$ cat src/achr_pkg.sv
// Shared types, codes and helpers for the AVI chunk header resync scanner.
package achr_pkg;

   localparam int STREAM_SLOTS_DEFAULT = 16;

   localparam int OFFSET_W = 40;
   localparam int SIZE_W   = 32;
   localparam int NUM_W    = 7;
   localparam int SUFFIX_W = 16;
   localparam int HITS_W   = 3;
   localparam int COUNT_W  = 5;

   localparam logic [1:0] OP_RESTART = 2'd0;
   localparam logic [1:0] OP_BYTE    = 2'd1;
   localparam logic [1:0] OP_END     = 2'd2;

   localparam logic [1:0] KIND_MEDIA   = 2'd0;
   localparam logic [1:0] KIND_SKIP    = 2'd1;
   localparam logic [1:0] KIND_PALETTE = 2'd2;
   localparam logic [1:0] KIND_END     = 2'd3;

   localparam logic CSR_DATA_END     = 1'b0;
   localparam logic CSR_STREAM_COUNT = 1'b1;

   localparam logic [HITS_W-1:0]   HITS_LIMIT   = 3'd5;
   localparam logic [OFFSET_W:0]   EARLY_WINDOW = 41'd9;
   localparam logic [NUM_W-1:0]    NO_STREAM    = 7'd100;

   localparam logic [7:0] CH_0 = 8'h30;
   localparam logic [7:0] CH_9 = 8'h39;
   localparam logic [7:0] CH_I = 8'h69;
   localparam logic [7:0] CH_X = 8'h78;
   localparam logic [7:0] CH_J = 8'h4A;
   localparam logic [7:0] CH_U = 8'h55;
   localparam logic [7:0] CH_N = 8'h4E;
   localparam logic [7:0] CH_K = 8'h4B;
   localparam logic [7:0] CH_P = 8'h70;
   localparam logic [7:0] CH_C = 8'h63;

   typedef logic [7:0][7:0] window_type;

   typedef struct packed {
      logic [1:0]          op;
      logic [7:0]          data_byte;
      logic [OFFSET_W-1:0] start_offset;
   } req_word_type;

   typedef struct packed {
      logic [1:0]          kind;
      logic [NUM_W-1:0]    stream_number;
      logic [SIZE_W-1:0]   chunk_size;
      logic [OFFSET_W-1:0] header_end_offset;
      logic [SUFFIX_W-1:0] tag_suffix;
   } rsp_word_type;

   typedef struct packed {
      logic [HITS_W-1:0]   hits;
      logic [SUFFIX_W-1:0] suffix;
   } entry_type;

   typedef struct packed {
      window_type          window;
      logic [3:0]          fill;
      logic [OFFSET_W:0]   early_limit;
      logic [OFFSET_W-1:0] cur;
      logic                scanning;
   } scan_state_type;

   typedef struct packed {
      logic             res_valid;
      logic             wr_en;
      entry_type        wr_entry;
      logic [NUM_W-1:0] media_num;
   } step_type;

   function automatic logic [NUM_W-1:0] two_digits(input logic [7:0] a, input logic [7:0] b);
      logic da;
      logic db;
      da = (a >= CH_0) && (a <= CH_9);
      db = (b >= CH_0) && (b <= CH_9);
      if (da && db) begin
         two_digits = NUM_W'({a[3:0], 3'b000}) + NUM_W'({a[3:0], 1'b0}) + NUM_W'(b[3:0]);
      end else begin
         two_digits = NO_STREAM;
      end
   endfunction

endpackage

$ cat src/achr_if.sv
// Valid/ready channel interfaces for request and response words.
interface achr_req_if;
   logic                           valid;
   logic                           ready;
   logic [1:0]                     op;
   logic [7:0]                     data_byte;
   logic [achr_pkg::OFFSET_W-1:0]  start_offset;

   modport source (output valid, output op, output data_byte, output start_offset,
                   input ready);
   modport sink (input valid, input op, input data_byte, input start_offset,
                 output ready);
endinterface

interface achr_rsp_if;
   logic                           valid;
   logic                           ready;
   logic [1:0]                     kind;
   logic [achr_pkg::NUM_W-1:0]     stream_number;
   logic [achr_pkg::SIZE_W-1:0]    chunk_size;
   logic [achr_pkg::OFFSET_W-1:0]  header_end_offset;
   logic [achr_pkg::SUFFIX_W-1:0]  tag_suffix;

   modport source (output valid, output kind, output stream_number, output chunk_size,
                   output header_end_offset, output tag_suffix, input ready);
   modport sink (input valid, input kind, input stream_number, input chunk_size,
                 input header_end_offset, input tag_suffix, output ready);
endinterface

$ cat src/achr_stream_table.sv
// Per-stream suffix and hit count memory with registered read and write bypass.
module achr_stream_table #(
   parameter int STREAM_SLOTS = achr_pkg::STREAM_SLOTS_DEFAULT,
   parameter int IDX_W = (STREAM_SLOTS > 1) ? $clog2(STREAM_SLOTS) : 1
) (
   input  logic                clock,
   input  logic                reset,
   input  logic [IDX_W-1:0]    rd_addr,
   output achr_pkg::entry_type rd_data,
   input  logic                wr_en,
   input  logic [IDX_W-1:0]    wr_addr,
   input  achr_pkg::entry_type wr_data
);

   achr_pkg::entry_type mem [STREAM_SLOTS];
   logic [STREAM_SLOTS-1:0] valid_ff;
   achr_pkg::entry_type mem_rd_ff;
   achr_pkg::entry_type byp_data_ff;
   logic rd_valid_ff;
   logic byp_ff;

   always_ff @(posedge clock) begin
      if (wr_en) begin
         mem[wr_addr] <= wr_data;
      end
      mem_rd_ff   <= mem[rd_addr];
      byp_data_ff <= wr_data;
   end

   always_ff @(posedge clock) begin
      if (reset) begin
         valid_ff    <= '0;
         rd_valid_ff <= 1'b0;
         byp_ff      <= 1'b0;
      end else begin
         if (wr_en) begin
            valid_ff[wr_addr] <= 1'b1;
         end
         rd_valid_ff <= valid_ff[rd_addr];
         byp_ff      <= wr_en && (wr_addr == rd_addr);
      end
   end

   assign rd_data = byp_ff ? byp_data_ff : (rd_valid_ff ? mem_rd_ff : '0);

endmodule

$ cat src/achr_header_match.sv
// Next-state and result logic: window shift, header tests and stream table update.
module achr_header_match (
   input  achr_pkg::req_word_type          item,
   input  achr_pkg::scan_state_type        st,
   input  logic [achr_pkg::OFFSET_W-1:0]   data_end,
   input  logic [achr_pkg::NUM_W-1:0]      count,
   input  achr_pkg::entry_type             entry,
   output achr_pkg::scan_state_type        nxt,
   output achr_pkg::rsp_word_type          res,
   output achr_pkg::step_type              step
);

   achr_pkg::window_type             d;
   logic [achr_pkg::SIZE_W-1:0]      size;
   logic [achr_pkg::SUFFIX_W-1:0]    suffix;
   logic [achr_pkg::OFFSET_W:0]      reach;
   logic [achr_pkg::NUM_W-1:0]       n_ix;
   logic [achr_pkg::NUM_W-1:0]       n_media;
   logic                             same;
   logic                             loose;

   assign d       = {item.data_byte, st.window[7:1]};
   assign size    = {d[7], d[6], d[5], d[4]};
   assign suffix  = {d[2], d[3]};
   assign reach   = {1'b0, st.cur} + achr_pkg::OFFSET_W'(0) + (achr_pkg::OFFSET_W+1)'(size);
   assign n_ix    = achr_pkg::two_digits(d[2], d[3]);
   assign n_media = achr_pkg::two_digits(d[0], d[1]);
   assign same    = entry.suffix == suffix;
   assign loose   = ((entry.hits < achr_pkg::HITS_LIMIT) || (st.early_limit > {1'b0, st.cur}))
                    && !d[2][7] && !d[3][7];

   always_comb begin
      nxt = st;
      res = '0;
      step.res_valid = 1'b0;
      step.wr_en = 1'b0;
      step.media_num = n_media;
      if (same) begin
         step.wr_entry.suffix = entry.suffix;
         step.wr_entry.hits = (entry.hits < achr_pkg::HITS_LIMIT) ?
                              entry.hits + achr_pkg::HITS_W'(1) : entry.hits;
      end else begin
         step.wr_entry.suffix = suffix;
         step.wr_entry.hits = '0;
      end
      res.header_end_offset = st.cur;
      res.chunk_size = size;
      res.tag_suffix = suffix;

      case (item.op)
         achr_pkg::OP_RESTART: begin
            nxt.window = '0;
            nxt.fill = '0;
            nxt.cur = item.start_offset;
            nxt.early_limit = {1'b0, item.start_offset} + achr_pkg::EARLY_WINDOW;
            nxt.scanning = 1'b1;
         end
         achr_pkg::OP_BYTE: begin
            if (st.scanning) begin
               if (st.cur >= data_end) begin
                  nxt.scanning = 1'b0;
                  step.res_valid = 1'b1;
                  res = '0;
                  res.kind = achr_pkg::KIND_END;
                  res.header_end_offset = st.cur;
               end else begin
                  nxt.window = d;
                  nxt.fill = (st.fill < 4'd8) ? st.fill + 4'd1 : st.fill;
                  nxt.cur = st.cur + achr_pkg::OFFSET_W'(1);
                  if ((st.fill >= 4'd7) && !(reach > {1'b0, data_end})) begin
                     if ((d[0] == achr_pkg::CH_I) && (d[1] == achr_pkg::CH_X) && (n_ix < count)) begin
                        nxt.scanning = 1'b0;
                        step.res_valid = 1'b1;
                        res.kind = achr_pkg::KIND_SKIP;
                        res.stream_number = n_ix;
                     end else if ((d[0] == achr_pkg::CH_J) && (d[1] == achr_pkg::CH_U) &&
                                  (d[2] == achr_pkg::CH_N) && (d[3] == achr_pkg::CH_K)) begin
                        nxt.scanning = 1'b0;
                        step.res_valid = 1'b1;
                        res.kind = achr_pkg::KIND_SKIP;
                        res.stream_number = '0;
                     end else if (n_media < count) begin
                        if (loose || same) begin
                           nxt.scanning = 1'b0;
                           step.res_valid = 1'b1;
                           step.wr_en = 1'b1;
                           res.kind = achr_pkg::KIND_MEDIA;
                           res.stream_number = n_media;
                        end else if ((d[2] == achr_pkg::CH_P) && (d[3] == achr_pkg::CH_C)) begin
                           nxt.scanning = 1'b0;
                           step.res_valid = 1'b1;
                           res.kind = achr_pkg::KIND_PALETTE;
                           res.stream_number = n_media;
                        end
                     end
                  end
               end
            end
         end
         achr_pkg::OP_END: begin
            if (st.scanning) begin
               nxt.scanning = 1'b0;
               step.res_valid = 1'b1;
               res = '0;
               res.kind = achr_pkg::KIND_END;
               res.header_end_offset = st.cur;
            end
         end
         default: begin
         end
      endcase
   end

endmodule

$ cat src/avi_chunk_header_resync.sv
// Top level of the AVI chunk header resync scanner.
// The scanner takes one file byte per word and one word per clock. A word is held in
// the input register, is checked against the shifted 8-byte window in a single pass and its
// result, if any, shows on the response channel on the next cycle. A word that makes a result
// while the previous result is still unaccepted waits in the input register until that one
// leaves; words that make no result keep flowing. The per-stream suffix table is a memory whose
// read is issued one word ahead from the next window's two stream digits, with a bypass
// for a write to the same stream in that cycle. The table needs no clearing pass: each
// entry has a valid bit that reset clears.
module avi_chunk_header_resync #(
   parameter int STREAM_SLOTS = achr_pkg::STREAM_SLOTS_DEFAULT
) (
   input  logic                          clock,
   input  logic                          reset,
   achr_req_if.sink                      req_chan,
   achr_rsp_if.source                    rsp_chan,
   input  logic                          csr_we,
   input  logic                          csr_index,
   input  logic [achr_pkg::OFFSET_W-1:0] csr_data
);

   localparam int IDX_W = (STREAM_SLOTS > 1) ? $clog2(STREAM_SLOTS) : 1;

   logic [achr_pkg::OFFSET_W-1:0] data_end_ff;
   logic [achr_pkg::COUNT_W-1:0]  stream_count_ff;
   logic [achr_pkg::NUM_W-1:0]    count;

   logic                          in_valid_ff;
   achr_pkg::req_word_type        in_ff;
   achr_pkg::scan_state_type      st_ff;
   achr_pkg::scan_state_type      st_nxt;
   achr_pkg::scan_state_type      st_in;
   logic                          rsp_valid_ff;
   achr_pkg::rsp_word_type        rsp_ff;
   achr_pkg::rsp_word_type        res;
   achr_pkg::step_type            step;
   achr_pkg::entry_type           entry;
   logic                          advance;
   logic [achr_pkg::NUM_W-1:0]    ahead_num;
   logic [IDX_W-1:0]              rd_addr;

   assign count = ({2'b00, stream_count_ff} > achr_pkg::NUM_W'(STREAM_SLOTS)) ?
                  achr_pkg::NUM_W'(STREAM_SLOTS) : {2'b00, stream_count_ff};

   achr_header_match u_match (
      .item     (in_ff),
      .st       (st_ff),
      .data_end (data_end_ff),
      .count    (count),
      .entry    (entry),
      .nxt      (st_nxt),
      .res      (res),
      .step     (step)
   );

   assign advance = in_valid_ff && (!step.res_valid || !rsp_valid_ff || rsp_chan.ready);
   assign req_chan.ready = !in_valid_ff || advance;
   assign st_in = advance ? st_nxt : st_ff;

   assign ahead_num = achr_pkg::two_digits(st_in.window[1], st_in.window[2]);
   assign rd_addr = (ahead_num < achr_pkg::NUM_W'(STREAM_SLOTS)) ? IDX_W'(ahead_num) : '0;

   achr_stream_table #(
      .STREAM_SLOTS (STREAM_SLOTS),
      .IDX_W        (IDX_W)
   ) u_table (
      .clock   (clock),
      .reset   (reset),
      .rd_addr (rd_addr),
      .rd_data (entry),
      .wr_en   (advance && step.wr_en),
      .wr_addr (IDX_W'(step.media_num)),
      .wr_data (step.wr_entry)
   );

   always_ff @(posedge clock) begin
      if (reset) begin
         data_end_ff     <= '0;
         stream_count_ff <= '0;
         in_valid_ff     <= 1'b0;
         rsp_valid_ff    <= 1'b0;
         st_ff           <= '0;
      end else begin
         if (csr_we) begin
            case (csr_index)
               achr_pkg::CSR_DATA_END:     data_end_ff <= csr_data;
               achr_pkg::CSR_STREAM_COUNT: stream_count_ff <= csr_data[achr_pkg::COUNT_W-1:0];
               default: begin
               end
            endcase
         end
         if (req_chan.valid && req_chan.ready) begin
            in_valid_ff <= 1'b1;
         end else if (advance) begin
            in_valid_ff <= 1'b0;
         end
         if (advance && step.res_valid) begin
            rsp_valid_ff <= 1'b1;
         end else if (rsp_chan.ready) begin
            rsp_valid_ff <= 1'b0;
         end
         st_ff <= st_in;
      end
   end

   always_ff @(posedge clock) begin
      if (req_chan.valid && req_chan.ready) begin
         in_ff.op           <= req_chan.op;
         in_ff.data_byte    <= req_chan.data_byte;
         in_ff.start_offset <= req_chan.start_offset;
      end
      if (advance && step.res_valid) begin
         rsp_ff <= res;
      end
   end

   assign rsp_chan.valid             = rsp_valid_ff;
   assign rsp_chan.kind              = rsp_ff.kind;
   assign rsp_chan.stream_number     = rsp_ff.stream_number;
   assign rsp_chan.chunk_size        = rsp_ff.chunk_size;
   assign rsp_chan.header_end_offset = rsp_ff.header_end_offset;
   assign rsp_chan.tag_suffix        = rsp_ff.tag_suffix;

endmodule

$ cat src/flat_wrapper.sv
// flat-port wrapper written by rule: the top's interface ports become plain ports
module avi_chunk_header_resync_flat 
#(
   parameter int STREAM_SLOTS = achr_pkg::STREAM_SLOTS_DEFAULT
)
  (clock, reset, csr_we, csr_index, csr_data, req_chan_valid, req_chan_op, req_chan_data_byte, req_chan_start_offset, req_chan_ready, rsp_chan_valid, rsp_chan_kind, rsp_chan_stream_number, rsp_chan_chunk_size, rsp_chan_header_end_offset, rsp_chan_tag_suffix, rsp_chan_ready);
  achr_req_if req_chan_i ();
  achr_rsp_if rsp_chan_i ();
  input  logic clock;
  input  logic reset;
  input  logic csr_we;
  input  logic csr_index;
  input  logic [achr_pkg::OFFSET_W-1:0] csr_data;
  input wire logic [$bits(req_chan_i.valid)-1:0] req_chan_valid;
  input wire logic [$bits(req_chan_i.op)-1:0] req_chan_op;
  input wire logic [$bits(req_chan_i.data_byte)-1:0] req_chan_data_byte;
  input wire logic [$bits(req_chan_i.start_offset)-1:0] req_chan_start_offset;
  output wire logic [$bits(req_chan_i.ready)-1:0] req_chan_ready;
  output wire logic [$bits(rsp_chan_i.valid)-1:0] rsp_chan_valid;
  output wire logic [$bits(rsp_chan_i.kind)-1:0] rsp_chan_kind;
  output wire logic [$bits(rsp_chan_i.stream_number)-1:0] rsp_chan_stream_number;
  output wire logic [$bits(rsp_chan_i.chunk_size)-1:0] rsp_chan_chunk_size;
  output wire logic [$bits(rsp_chan_i.header_end_offset)-1:0] rsp_chan_header_end_offset;
  output wire logic [$bits(rsp_chan_i.tag_suffix)-1:0] rsp_chan_tag_suffix;
  input wire logic [$bits(rsp_chan_i.ready)-1:0] rsp_chan_ready;
  assign req_chan_i.valid = req_chan_valid;
  assign req_chan_i.op = req_chan_op;
  assign req_chan_i.data_byte = req_chan_data_byte;
  assign req_chan_i.start_offset = req_chan_start_offset;
  assign req_chan_ready = req_chan_i.ready;
  assign rsp_chan_valid = rsp_chan_i.valid;
  assign rsp_chan_kind = rsp_chan_i.kind;
  assign rsp_chan_stream_number = rsp_chan_i.stream_number;
  assign rsp_chan_chunk_size = rsp_chan_i.chunk_size;
  assign rsp_chan_header_end_offset = rsp_chan_i.header_end_offset;
  assign rsp_chan_tag_suffix = rsp_chan_i.tag_suffix;
  assign rsp_chan_i.ready = rsp_chan_ready;
  avi_chunk_header_resync #(.STREAM_SLOTS(STREAM_SLOTS)) u_core (.clock(clock), .reset(reset), .req_chan(req_chan_i), .rsp_chan(rsp_chan_i), .csr_we(csr_we), .csr_index(csr_index), .csr_data(csr_data));
endmodule
$ cat config.mk
export PLATFORM = sky130hd
export DESIGN_NAME = avi_chunk_header_resync_flat
export DESIGN_NICKNAME = d
export VERILOG_FILES = /design/src/achr_pkg.sv /design/src/achr_if.sv /design/src/achr_stream_table.sv /design/src/achr_header_match.sv /design/src/avi_chunk_header_resync.sv /design/src/flat_wrapper.sv
export SDC_FILE = /design/constraint.sdc
export NUM_CORES = 1
export LEC_CHECK = 0
export ABC_CLOCK_PERIOD_IN_PS = 29000
export BUFFER_PORTS_ARGS = -buffer_cell sky130_fd_sc_hd__buf_2
export CORE_UTILIZATION = 58
export CTS_CLUSTER_DIAMETER = 120
export CTS_CLUSTER_SIZE = 20
export DETAILED_ROUTE_END_ITERATION = 8
export PLACE_DENSITY = 0.76
export SLEW_MARGIN = 5
export SYNTH_ARGS = -nofsm -noshare
export SYNTH_HDL_FRONTEND = slang
export SYNTH_SLANG_ARGS = --single-unit
$ cat constraint.sdc
create_clock -name clock -period 29 [get_ports clock]
set_clock_uncertainty 0.1 [all_clocks]
set_input_delay 1.45 -clock clock [delete_from_list [all_inputs] [get_ports clock]]
set_output_delay 1.45 -clock clock [all_outputs]
set_load 0.01 [all_outputs]
==> results of run 1 <==
## worst max-delay path: cells and delay by family, from the launching register on
family	cells	cell delay, ps
AND/OR/NAND/NOR	11	3940
adder cells (fa/ha/maj)	4	1680
AO/OA/AOI/OAI	20	4220
XOR/XNOR	1	150
buffers and inverters	3	280
flip-flops	1	380
## cell usage in the layout, fill, tap and decap left out, drive strengths merged, types with 41 or more instances in the layout
cell and instances:
a22oi 61, inv 150, dfxtp 245, and2 64
o21ai 62, nand4 41, nor3 59, xnor2 87
mux2i 94, a211oi 101, nor2 236, a21oi 155
clkbuf 71, nand2 196, ha 189, buf 253
nand3 59, a21o 49, edfxtp 451
## power by group
part	internal (W)	total, W	switching (W)
Combinational	0.0000781	0.000203	0.000124
Clock	0.000276	0.000605	0.000329
Sequential	0.00107	0.00109	0.0000268
## cell families after synthesis
family	after synthesis
compound gates	657
xor+xnor	101
fa+ha+maj	196
buf+inv	307
flops	696
mux	119
other cells	1
simple gates	812
## routing by layer
metal  up-vias  part of all wire (%)  global-route usage (%)
li1      11000                     -                       -
met1     11800                    44                    48.6
met2      1235                    42                    46.6
met3       178                    11                    8.10
met4         6                   3.1                    9.99
met5         -                 0.052                       0
## cell type report
| cell class | count | area (µm²) | share of cell area (%) |
|---|---|---|---|
| diodes | 1 | 2.50 | 0.00692 |
| clock buffers | 71 | 1160 | 3.21 |
| clock inverters | 2 | 46.3 | 0.128 |
| inverters | 150 | 563 | 1.56 |
| multi-input cells | 1887 | 13600 | 37.6 |
| flip-flops and latches | 696 | 18400 | 51.0 |
| well taps | 756 | 946 | 2.61 |
| repair buffers | 253 | 1420 | 3.93 |
## how the worst max path moves through the flow
stage / slack [ps] / endpoint / cells after the start
floorplan: 19190 / u_core.rsp_chan.chunk_size[0] / 25
global placement: 18540 / u_core.u_table.mem_rd_ff[10] / 39
detailed placement: 18330 / u_core.u_table.mem_rd_ff[10] / 39
CTS: 18240 / u_core.u_table.mem_rd_ff[10] / 39
global route: 17330 / u_core.u_table.mem_rd_ff[8] / 39
finish: 18130 / u_core.u_table.mem_rd_ff[8] / 39
## registers in the layout, indices dropped and copies added, names as in the netlist, 2 cells and up
| signal | flops |
|---|---|
| u_core.u_table.mem | 304 |
| u_core.st_ff | 142 |
| u_core.in_ff | 50 |
| u_core.data_end_ff | 40 |
| u_core.rsp_chan.header_end_offset | 40 |
| u_core.rsp_chan.chunk_size | 32 |
| u_core.u_table.byp_data_ff | 19 |
| u_core.u_table.mem_rd_ff | 19 |
| u_core.rsp_chan.tag_suffix | 16 |
| u_core.u_table.valid_ff | 16 |
| u_core.rsp_chan.stream_number | 7 |
| u_core.stream_count_ff | 5 |
| u_core.rsp_chan.kind | 2 |
## per-stage QoR
step	setup slack (ps)	hold WS, ps	cells
final	18130	360	3816
after global routing	17330	379	3815
after CTS	18240	361	3815
after detailed placement	18330	349	3742
after global placement	18540	343	3742
after floorplan	19190	333	2890
==> impl_results.md, run 1 <==
- Area added between synthesis and finish: 9.27%
- Hold Path Depth: 2
- Status: finished, final reports clean
- ANT nets after route: 0
- Crit-path max cell delay: 1070 ps
- Synth cell types: 94
- Crit end category: register
- XOR/XNOR share of the synthesized area: 2.67%
- Yosys warning count: 0
- Max cap viols: 0
- Initial antenna violation count: 5
- DR pass1 iterations: 7
- Most numerous cell in the Yosys netlist: edfxtp_1
- Max IR drop VDD: 0.0000657 V
- CP dominant cell by count: a21oi_1
- DIE HEIGHT: 241 µm
- CTS tree: built
- Post-CTS Setup Inserts: 0
- Pwr Total: 0.00190 W
- Largest net degree at the start of global routing: 84
- Mean area per synthesized cell: 11.5 µm²
- Critical path's slowest cell: nor4b_4
- Sequential share of the synthesized area: 55.7%
- H-tree depth: 2
- Initial Util: 58.7%
- Top-area cell type share of the netlist area: 40.9%
- WL/cell: 25.0 µm
- Final hold vios: 0
- Worst slew margin: 14.6%
- Worst Hold Path EP: u_core.data_end_ff[34]
- Reg2reg path depth: 39
- TritonCTS Buffers: 40
- Die area: 58000 µm²
- Crit path from: u_core.st_ff[2]
- Simple-gate share of the synthesized area: 12.2%
- Cells after synthesis: 2889
- First-pass GRT wire length: 140 mm
- Critical R2R Capture: u_core.u_table.mem_rd_ff[8]
- Global route total overflow: 0
- DRC violations left: 0
- R2R setup slack: 18130 ps
- Starting DRT DRC Count: 2837
- Crit Path Max Fanout: 66
- Clock Pin Slew Worst Setup and Hold Paths: 90 ps
- Core Region: 56400 µm²
- Post-layout util: 64.2%
- DRT Wirelength: 95.5 mm
- Synth top cells by count: edfxtp_1, dfxtp_1, nor2_1
- Worst-Skew Late Latency: 630 ps
- Period utilisation layout: 37.5%
- Main combinational cell family by area after synthesis: compound AO/OA/AOI/OAI gates
- Pleak: 14.0 nW
- Clock root buffer master: clkbuf_16
- Unrepaired setup endpoints after global routing: false
- Fill cells: 4405
- Placer congestion estimate: 0.960
- Worst path arrival time: 11330 ps
- Mapped cell area: 33100 µm²
- Post-cts resize count: 0
- Nets@finish: 3320
- Area leader, netlist: edfxtp_1
- Clock buffer depth: 3
- Ports: 195
- Placed Area: 35000 µm²
- Vias/cell: 6.36
- Vias: 24300
- Synth Area in Adders: 7.57%
- WS Path Type: reg -> reg
- Critical Path Source Type: register
- Cts hold-fix bufs: 0
- Synth async-reset ratio: 0%
- Hold Crit Start: u_core.data_end_ff[34]
- Synth Area in Compound Gates: 13.8%
- Die X-Extent: 241 µm
- Area contributors post-synth: edfxtp_1, dfxtp_1, ha_1
- Maximum clock rate: 92.0 MHz
- TNS Setup: 0 ps
- Multiplexer share of the synthesized area: 4.44%
- Hold Path Class: reg -> reg
- Share of cells above drive strength 1: 12.1%
- EDFF count, synth: 451
- Final instance area: 36200 µm²
- Pwr per Cell Area: 52.5 nW/µm²
- Critical Path RT: 29470 ps
- Min cycle time layout: 10870 ps
- Row Count: 87
- Actual slew at the worst max-slew pin: 1280 ps
- Vias in the first global route: 22800
- Total GRT Usage: 32.6%
- Yosys reg bits: 696
- Post-DP HPWL: 66.8 mm
- IO buf count: 194
- TritonCTS Sinks: 696
- Post-synth top flop: edfxtp_1
- Slew Limit Fails: 0
- Final setup violation count: 0
- R2R Path Start: u_core.st_ff[2]
Note: power is estimated with default switching activity, not from simulation.
==> run 2, diff against run 1 <==
--- a/config.mk
+++ b/config.mk
@@ -5,7 +5,7 @@
 export SDC_FILE = /design/constraint.sdc
 export NUM_CORES = 1
 export LEC_CHECK = 0
-export ABC_CLOCK_PERIOD_IN_PS = 29000
+export ABC_CLOCK_PERIOD_IN_PS = 11400
 export BUFFER_PORTS_ARGS = -buffer_cell sky130_fd_sc_hd__buf_2
 export CORE_UTILIZATION = 58
 export CTS_CLUSTER_DIAMETER = 120
==> constraint.sdc (replaced) <==
create_clock -name clock -period 11.4 [get_ports clock]
set_clock_uncertainty 0.1 [all_clocks]
set_input_delay 0.57 -clock clock [delete_from_list [all_inputs] [get_ports clock]]
set_output_delay 0.57 -clock clock [all_outputs]
set_load 0.01 [all_outputs]
==> run 2 against run 1 <==
Effect of this change:
- critical path depth is 1 lower
- combinational power grew to 2.5 times the previous value
- clock-buffer cell count is 1 higher
- critical path type unchanged
- cell count is 0.10% higher
- total power grew to 2.5 times the previous value
- largest power group unchanged
- design area is 0.12% higher
==> impl_results.md, run 2 (synthesis gave the netlist of run 1 again) <==
- Placed Area: 35000 µm² (about the same)
- Critical path's slowest cell: nand3_1 (was nor4b_4)
- H-tree depth: 2 (unchanged)
- Worst path arrival time: 10910 ps (was 11330 ps)
- Row Count: 87 (unchanged)
- Maximum clock rate: 95.2 MHz (was 92.0 MHz)
- Core Region: 56400 µm² (unchanged)
- Critical Path RT: 11810 ps (was 29470 ps)
- Crit end category: register (unchanged)
- Pwr per Cell Area: 133 nW/µm² (was 52.5 nW/µm²)
- Vias in the first global route: 23100 (was 22800)
- Vias: 24600 (was 24300)
- DRC violations left: 0 (unchanged)
- Nets@finish: 3324 (was 3320)
- Max cap viols: 0 (unchanged)
- ANT nets after route: 0 (unchanged)
- Cts hold-fix bufs: 0 (unchanged)
- Initial Util: 58.7% (unchanged)
- DRT Wirelength: 95.7 mm (was 95.5 mm)
- Placer congestion estimate: 0.985 (was 0.960)
- Unrepaired setup endpoints after global routing: false (unchanged)
- Post-DP HPWL: 67.2 mm (was 66.8 mm)
- TritonCTS Sinks: 696 (unchanged)
- Starting DRT DRC Count: 2883 (was 2837)
- Global route total overflow: 0 (unchanged)
- Final instance area: 36200 µm² (about the same)
- Post-cts resize count: 0 (unchanged)
- Commonest non-fill, non-tap cell in the layout: edfxtp_1 (unchanged)
- Initial antenna violation count: 2 (was 5)
- Actual slew at the worst max-slew pin: 1280 ps (about the same)
- Pwr Total: 0.00483 W (was 0.00190 W)
- Total GRT Usage: 32.9% (was 32.6%)
- Pleak: 14.0 nW (about the same)
- Slew Limit Fails: 0 (unchanged)
- Fill cells: 4355 (was 4405)
- Share of cells above drive strength 1: 12.2% (was 12.1%)
- Largest Register: u_core.u_table.mem (unchanged)
- IO buf count: 194 (unchanged)
- Post-CTS Setup Inserts: 0 (unchanged)
- Clock buffer depth: 3 (unchanged)
- Period utilisation layout: 92.1% (was 37.5%)
- Hold WS: 33.2 ps (was 360 ps)
- Vias/cell: 6.43 (was 6.36)
- Largest net degree at the start of global routing: 107 (was 84)
- TNS Setup: 0 ps (unchanged)
- Clock root buffer master: clkbuf_16 (unchanged)
- Worst slew margin: 14.9% (was 14.6%)
- Hold Path Class: in -> reg (was reg -> reg)
- Die X-Extent: 241 µm (unchanged)
- Clock Pin Slew Worst Setup and Hold Paths: 90 ps (about the same)
- CP dominant cell by count: inv_1 (was a21oi_1)
- Final setup violation count: 0 (unchanged)
- Commonest cells after routing, fill and taps aside: edfxtp_1, dfxtp_1, nor2_1 (unchanged)
- TritonCTS Buffers: 40 (unchanged)
- # diodes: 0 (was 1)
- Area added between synthesis and finish: 9.41% (was 9.27%)
- DR pass1 iterations: 6 (was 7)
- WS Path Type: reg -> reg (unchanged)
- Min cycle time layout: 10500 ps (was 10870 ps)
- WL/cell: 25.1 µm (was 25.0 µm)
- Ports: 195 (unchanged)
- Final hold vios: 0 (unchanged)
- Crit Path Max Fanout: 66 (unchanged)
- Die area: 58000 µm² (unchanged)
- Largest regs: u_core.u_table.mem x304, u_core.st_ff x142, u_core.in_ff x50 (unchanged)
- Critical Path Source Type: register (unchanged)
- Largest register FFs: 304 (unchanged)
- Status: finished, final reports clean (unchanged)
- Worst-Skew Late Latency: 630 ps (about the same)
- Max IR drop VDD: 0.000130 V (was 0.0000657 V)
- Crit-path max cell delay: 770 ps (was 1070 ps)
- First-pass GRT wire length: 142 mm (was 140 mm)
- CTS tree: built (unchanged)
- DIE HEIGHT: 241 µm (unchanged)
==> run 2: changes by cell type in the layout (fill, tap and decap cells not counted), sizes merged <==
cell and delta:
buf +4, clkbuf +1, diode -1
==> run 2: metal layers <==
layer / GRT usage (%) / share of wire (%) / up-vias
met2: 47.8 / 42 / 1329
met1: 50.2 / 45 / 12000
met4: 9.05 / 2.7 / 2
li1: - / - / 11000
met5: 0 / 0.014 / -
met3: 6.14 / 10 / 172
==> run 2: critical path: cells and delay by family (launching register included) <==
family	cells	cell delay, ps
AOI/OAI and AO/OA	18	4260
and+or+nand+nor	11	3340
adders and majority gates	4	1760
DFF	1	430
buffers and inverters	4	340
xor gates and xnor gates	1	150
==> run 2: final timing paths <==
check / slack (ps) / to / cells after the start / from
setup reg to reg: 900 / u_core.u_table.mem_rd_ff[15] / 38 / u_core.st_ff[4]
hold / removal: 30 / u_core.in_ff[16] / 1 / req_chan_start_offset[16]
setup / recovery: 900 / u_core.u_table.mem_rd_ff[15] / 38 / u_core.st_ff[4]
hold reg to reg: 360 / u_core.u_table.byp_data_ff[0] / 0 / u_core.st_ff[118]
==> run 2: final cells by class <==
cell class | instances | area [µm²] | share of cell area [%]
Tap cell | 756 | 946 | 2.61
Timing Repair Buffer | 257 | 1460 | 4.04
Clock inverter | 2 | 46.3 | 0.128
Inverter | 150 | 563 | 1.55
Multi-Input combinational cell | 1887 | 13600 | 37.5
Clock buffer | 72 | 1160 | 3.21
Sequential cell | 696 | 18400 | 50.9
==> run 2: stage by stage <==
step / std cells / util [%] / worst slack, ps
2_1_floorplan: 2890 / - / 1590
3_3_place_gp: 3746 / 62.1 / 1280
3_5_place_dp: 3746 / 62.1 / 1050
4_1_cts: 3820 / 64.2 / 1020
5_1_grt: 3820 / 64.2 / 90.0
6_report: 3820 / 64.2 / 898
==> run 2: report_power, final <==
group / internal, W / total, W / leakage [nW] / switching [W]
sequential: 0.00271 / 0.00278 / 6.25 / 0.0000691
combinational: 0.000198 / 0.000511 / 7.21 / 0.000312
clock: 0.000703 / 0.00154 / 0.571 / 0.000834
total: 0.00361 / 0.00483 / 14.0 / 0.00122
